File: src/hw/rtl/fpa_pkg.sv
`timescale 1ns / 1ps
package fpa_pkg;

  localparam int FRAC_BITS = 8;
  localparam int NUM_W     = 32 + FRAC_BITS;
  localparam int FIFO_DEPTH = 4;
  localparam int FIFO_AW    = 2;

  localparam logic [3:0] OP_ADD      = 4'd0;
  localparam logic [3:0] OP_SUB      = 4'd1;
  localparam logic [3:0] OP_MUL      = 4'd2;
  localparam logic [3:0] OP_DIV      = 4'd3;
  localparam logic [3:0] OP_GT       = 4'd4;
  localparam logic [3:0] OP_LT       = 4'd5;
  localparam logic [3:0] OP_GE       = 4'd6;
  localparam logic [3:0] OP_LE       = 4'd7;
  localparam logic [3:0] OP_EQ       = 4'd8;
  localparam logic [3:0] OP_NE       = 4'd9;
  localparam logic [3:0] OP_MAX      = 4'd10;
  localparam logic [3:0] OP_MIN      = 4'd11;
  localparam logic [3:0] OP_INC      = 4'd12;
  localparam logic [3:0] OP_DEC      = 4'd13;
  localparam logic [3:0] OP_FROM_INT = 4'd14;
  localparam logic [3:0] OP_TO_INT   = 4'd15;

  localparam logic [1:0] KIND_SIMPLE = 2'd0;
  localparam logic [1:0] KIND_MUL    = 2'd1;
  localparam logic [1:0] KIND_DIV    = 2'd2;

  typedef struct packed {
    logic [3:0]         op;
    logic signed [31:0] operand_a;
    logic signed [31:0] operand_b;
  } in_item_t;

  typedef struct packed {
    logic signed [31:0] result_value;
    logic               compare_true;
    logic               divide_by_zero;
  } out_item_t;

  typedef struct packed {
    logic [1:0] kind;
    in_item_t   item;
  } fq_entry_t;

  typedef struct packed {
    logic       head_valid;
    fq_entry_t  head;
  } fq_head_t;

endpackage

File: src/hw/rtl/fpa_front.sv
`timescale 1ns / 1ps
module fpa_front import fpa_pkg::*; (
  input  logic      clk,
  input  logic      rst_n,
  input  logic      in_valid,
  output logic      in_stall,
  input  in_item_t  in_item,
  output fq_head_t  fq_head,
  input  logic      fq_pop
);

  fq_entry_t              mem_r [0:FIFO_DEPTH-1];
  logic [FIFO_AW-1:0]     wr_ptr_r, wr_ptr_nxt;
  logic [FIFO_AW-1:0]     rd_ptr_r, rd_ptr_nxt;
  logic [FIFO_AW:0]       cnt_r, cnt_nxt;
  logic                   push;
  fq_entry_t              entry;

  // classify by which back-end path the op takes
  always_comb begin
    entry.item = in_item;
    case (in_item.op)
      OP_MUL:  entry.kind = KIND_MUL;
      OP_DIV:  entry.kind = KIND_DIV;
      default: entry.kind = KIND_SIMPLE;
    endcase
  end

  assign in_stall = (cnt_r == (FIFO_AW+1)'(FIFO_DEPTH));
  assign push     = in_valid && !in_stall;

  assign fq_head.head_valid = (cnt_r != '0);
  assign fq_head.head       = mem_r[rd_ptr_r];

  always_comb begin
    wr_ptr_nxt = push ? wr_ptr_r + 1'b1 : wr_ptr_r;
    rd_ptr_nxt = fq_pop ? rd_ptr_r + 1'b1 : rd_ptr_r;
    cnt_nxt    = cnt_r + (FIFO_AW+1)'(push) - (FIFO_AW+1)'(fq_pop);
  end

  always_ff @(posedge clk) begin
    if (!rst_n) begin
      wr_ptr_r <= '0;
      rd_ptr_r <= '0;
      cnt_r    <= '0;
    end else begin
      wr_ptr_r <= wr_ptr_nxt;
      rd_ptr_r <= rd_ptr_nxt;
      cnt_r    <= cnt_nxt;
    end
  end

  always_ff @(posedge clk) begin
    if (push) begin
      mem_r[wr_ptr_r] <= entry;
    end
  end

  a_no_overfill: assert property (@(posedge clk) disable iff (!rst_n)
    cnt_r <= (FIFO_AW+1)'(FIFO_DEPTH))
    else $error("queue count beyond depth");

  a_pop_nonempty: assert property (@(posedge clk) disable iff (!rst_n)
    fq_pop |-> cnt_r != '0)
    else $error("pop from empty queue");

  a_ptr_gap: assert property (@(posedge clk) disable iff (!rst_n)
    wr_ptr_r == rd_ptr_r + cnt_r[FIFO_AW-1:0])
    else $error("queue pointers disagree with count");

endmodule

File: config.mk
export PLATFORM = sky130hd
export DESIGN_NAME = fpa_front
export DESIGN_NICKNAME = d
export VERILOG_FILES = /design/src/hw/rtl/fpa_pkg.sv /design/src/hw/rtl/fpa_front.sv
export SDC_FILE = /design/constraint.sdc
export NUM_CORES = 1
export LEC_CHECK = 0
export ABC_CLOCK_PERIOD_IN_PS = 3600
export BUFFER_PORTS_ARGS = -buffer_cell sky130_fd_sc_hd__buf_2
export CAP_MARGIN = 20
export CELL_PAD_IN_SITES_DETAIL_PLACEMENT = 0
export CELL_PAD_IN_SITES_GLOBAL_PLACEMENT = 1
export CORE_MARGIN = 3
export CORE_UTILIZATION = 25
export CTS_CLUSTER_SIZE = 25
export DETAILED_ROUTE_END_ITERATION = 10
export PLACE_DENSITY = 0.47
export SLEW_MARGIN = 20
export SYNTH_ARGS = -nofsm -noshare
export SYNTH_HDL_FRONTEND = slang
export SYNTH_SLANG_ARGS = --single-unit
File: constraint.sdc
create_clock -name clk -period 3.6 [get_ports clk]
set_clock_uncertainty 0.15 [all_clocks]
set_input_delay 0.36 -clock clk [delete_from_list [all_inputs] [get_ports clk]]
set_output_delay 0.36 -clock clk [all_outputs]
set_load 0.05 [all_outputs]
[Word-level counts from Yosys, hierarchy flattened]
Memories as Yosys holds them, arrays and structs flattened. A register that Yosys moved wholly into a read port is not among the register bits.
Index checks and enable logic that the tools add are counted.
Cells by class
  add/sub/neg operators: 4
  reductions and logical operators: 3
  equal/unequal tests: 3
  mux-type cells: 5
Operators with widths (count)
  4-bit by 2-bit equality test with 1-bit output, second input constant: 2
  2-bit by 1-bit adder with 2-bit output, second input constant: 2
  2-bit 2-to-1 mux: 2
  2-bit one-hot mux with 2 select lines: 1
  3-bit by 1-bit adder with 3-bit output: 1
  3-bit equality test, second input constant: 1
  3-bit nonzero test: 1
  3-bit by 1-bit subtractor with 3-bit output: 1
  1-bit 2-to-1 mux: 2
  1-bit logical AND: 1
  1-bit zero test: 1
Storage, ports and cells
  bits in registers: 7
  logic and storage cells: 19
  memories: 1
  memory bits (writable): 280
  output and inout bits: 72
Memory list
  mem_r: words 4, width 70, rd ports 1, clocked after Yosys merged registers in 1, write ports 1, line fpa_front.sv:12  | fq_entry_t mem_r [0:FIFO_DEPTH-1];

[Logic depth before layout (Yosys ltp)]
  word-level depth: 5
  gate-level depth with buffers: 11

[Worst setup path before layout]
Ideal clock, no wire load.
  path type: reg-to-reg
  from: register cnt_r[2]
  to: memory mem_r[0][0] in the netlist's numbering, enable pin
  data required time: 3.014 ns
  stages on the path, launching flop included: 5
  slack: 0.508 ns
  arrival: 2.506 ns
  setup time: 0.436 ns
  period minus slack after synthesis: 3.092 ns
  path through: dfxtp_1 nor3b_2 nor2b_1 buf_2 and2_1
Between the ends
  word-level cells in the longest chain between the ends: 5
Ends and longest elaborated chain
  start, declared: line fpa_front.sv:15  | logic [FIFO_AW:0] cnt_r, cnt_nxt;
  start signal, assigned: line fpa_front.sv:49  | cnt_r <= cnt_nxt;
  3-bit equality test: line fpa_front.sv:29  | assign in_stall = (cnt_r == (FIFO_AW+1)'(FIFO_DEPTH));
  net in_stall: line fpa_front.sv:6  | output logic in_stall,
  1-bit zero test: line fpa_front.sv:30  | assign push = in_valid && !in_stall;
  1-bit logical AND: line fpa_front.sv:30
  1-bit 2-to-1 mux: line fpa_front.sv:54  | if (push) begin
  1-bit 2-to-1 mux (not written as such): line fpa_front.sv:55  | mem_r[wr_ptr_r] <= entry;
  end, declared: line fpa_front.sv:12
The timed path passes the listed nets, and every way through them passes these cells.

==> summary.md <==
| Metric | Value |
|---|---|
| Share of layout cells above drive strength 1 | `0.399` |
| Die width | `213 microns` |
| Comb power frac | `0.200` |
| Unrepaired setup endpoints after global routing | `false` |
| Final setup violation count | `0` |
| Grt total ovfl | `0` |
| DR iter-0 viols | `226` |
| Antenna violations before repair | `2` |
| Clk pwr share | `0.327` |
| Slowest Stage Delay on Critical Path | `0.62 ns` |
| CP delay by family, top | `buffers and inverters` |
| Global Route Usage Sum | `0.100` |
| Leakage | `4.56 nW` |
| Root Driver | `clkbuf_16` |
| Final min period | `2.89 ns` |
| Multi-input gate area | `1860 sq um` |
| Row count | `75` |
| Largest net degree at the start of global routing | `45` |
| Initial core utilization | `0.254` |
| Net switching power | `2.50 mW` |
| DRC errors left | `0` |
| CP Max Fanout | `23` |
| Status | `finished clean` |
| Place WS | `0.972 ns` |
| Total core area | `42000 sq um` |
| GPL Wtd Cong | `0.657` |
| Synth cell types | `21` |
| CP arrival | `2.38 ns` |
| Commonest non-fill, non-tap cell in the layout | `edfxtp_1` |
| DP Cell Count | `1090` |
| PortBufs | `143` |
| Register area share after synthesis | `0.806` |
| ANT nets after route | `0` |
| Slowest-stage cell, CP | `mux4_2` |
| Worst-Margin Slew | `0.716 ns` |
| Internal | `6.28 mW` |
| Filler cells | `4066` |
| Crit-path cells | `buf_4, mux4_2, buf_2` |
| Clk Latency, worst-skew pair | `0.55 ns` |
| Pwr dens | `643 nW/um^2` |
| Setup crit end kind | `output port` |
| Final hold violation count | `0` |
| Setup CP Type | `reg -> out` |
| Total power | `8.78 mW` |
| Wirelength per Cell | `18.5 microns` |
| Avg Cell Area, Syn | `25.6 sq um` |
| CP bufs+invs | `2` |
| Switching share of power | `0.285` |
| Nets | `732` |
| CTS clk-pin slew, worst paths | `0.06 ns` |
| First-pass GRT wire length | `34400 microns` |
| Cell count after synthesis | `416` |
| Yosys reg bits | `289` |
| Vias per cell | `4.15` |
| Maximum clock insertion buffer count | `3` |
| P&R area growth vs syn | `28.0%` |
| Hold-fix buffers, CTS | `69` |
| Pre-antenna DRT Iters | `4` |
| Worst slew margin | `0.516` |
| Ports | `144` |
| Setup_tns | `0 ns` |
| CTS Buf Count | `31` |
| CTS tree | `built` |
| Crit start category | `register` |
| Mapped Area | `10700 sq um` |
| DRT Wirelength | `22500 microns` |
| H-tree levels | `1` |
| VDD IR max | `0.339 mV` |
| Die area | `45200 sq um` |
| Reg area | `8600 sq um` |
| Net Count, Synth | `495` |
| Number of global-route vias before repair | `5684` |
| Worst endpoint required time | `3.09 ns` |
| Period Utilization, post-route | `0.803` |
| Max-Cap Viols | `0` |
| Sequential share of power | `0.473` |
| Final WS setup | `0.709 ns` |
| Setup bufs post-CTS | `0` |
| Fmax | `346 MHz` |
| Slew Viols, Final | `0` |
| Hold WC Path Type | `in -> reg` |
| Via count | `5055` |
| HPWL Detailed | `13400 microns` |
| Sinks on Clock Net | `289` |
| Cts repair resizes | `0` |
| Final Non-Filler Cells | `1217` |
| Commonest non-fill, non-tap cells in the layout | `280 x edfxtp_1, 143 x buf_2, 70 x mux4_2` |
| Die Y | `213 microns` |
| Synth warn | `0` |
[per-layer routing]
metal | GRT usage | vias up | part of all wire | routed length (microns)
met5 | 0 | - | 0 | 0
met4 | 0.0278 | 0 | 0.019 | 420
met1 | 0.130 | 2667 | 0.43 | 9670
met3 | 0.0295 | 29 | 0.064 | 1450
met2 | 0.165 | 118 | 0.49 | 10900
li1 | - | 2241 | - | -
[Yosys cell counts]
cell type,count,share of area
mux2i_1,2,0.0019
buf_2,8,0.0038
buf_6,1,0.0011
nor2b_1,1,0.00059
nor3b_2,1,0.0012
inv_1,6,0.0021
clkbuf_1,1,0.00035
dfxtp_1,9,0.017
edfxtp_1,280,0.79
mux4_2,70,0.15
and2_1,10,0.0059
nor4bb_1,1,0.00094
nand2_1,5,0.0018
or3_1,1,0.00059
ha_1,6,0.0070
nor4b_1,1,0.00082
buf_1,1,0.00035
xnor2_1,3,0.0025
xor2_1,1,0.00082
fa_1,1,0.0019
buf_12,7,0.013
[through the flow]
stage	util	hold WS [ns]	area, sq um
after global placement	0.286	0.329	12000
after CTS	0.324	0.0163	13600
after floorplan	-	0.309	10700
after global routing	0.325	0.0330	13600
after detailed placement	0.286	0.345	12000
final	0.325	0.0588	13600
[state kept, by name, summed over array words and instances, names as in the netlist, named ones only]
name	cells
cnt_r	3
mem_r	280
rd_ptr_r	2
wr_ptr_r	2
[layout make-up]
cell class,count,area share
Antenna cell,2,0.000367
Clock buffer,46,0.0646
Clock inverter,10,0.00358
Inverter,6,0.00165
Multi-Input combinational cell,103,0.136
Sequential cell,289,0.630
Tap cell,539,0.0494
Timing Repair Buffer,222,0.114
[worst paths after layout]
kind	slack (ns)	cells after the start	startpoint	endpoint
max	0.71	3	register	fq_head[29]
min reg2reg	0.35	2	wr_ptr_r[1]$_SDFFE_PN0P_	wr_ptr_r[1]$_SDFFE_PN0P_
min	0.06	3	fq_pop	register
max reg2reg	0.99	10	cnt_r[2]$_SDFF_PN0_	cnt_r[2]$_SDFF_PN0_
[power groups by stage]
| stage | Sequential [mW] | Clock [mW] | Combinational (mW) |
|---|---|---|---|
| global placement | 4.21 | 0 | 1.72 |
| global route | 4.18 | 3.15 | 1.88 |
| CTS | 4.16 | 2.99 | 1.80 |
| floorplan | 4.20 | 0 | 1.28 |
| detailed placement | 4.23 | 0 | 1.73 |
| finish | 4.15 | 2.87 | 1.75 |
[logic make-up after synthesis]
group	count (synthesis)	synth area share
buf+inv	24	0.0208
xor+xnor	4	0.00329
fa+ha+maj	7	0.00892
flops	289	0.806
simple gates	20	0.0117
mux	72	0.150
[worst reg2reg max path: cells and delay by family, from the launching register on]
kind | cells | cell delay [ns]
buffers and inverters | 2 | 0.15
adder cells (fa/ha/maj) | 3 | 0.84
XOR/XNOR | 2 | 0.28
AND/OR/NAND/NOR | 3 | 0.76
flip-flops | 1 | 0.33
Note: power is estimated with default switching activity, not from simulation.
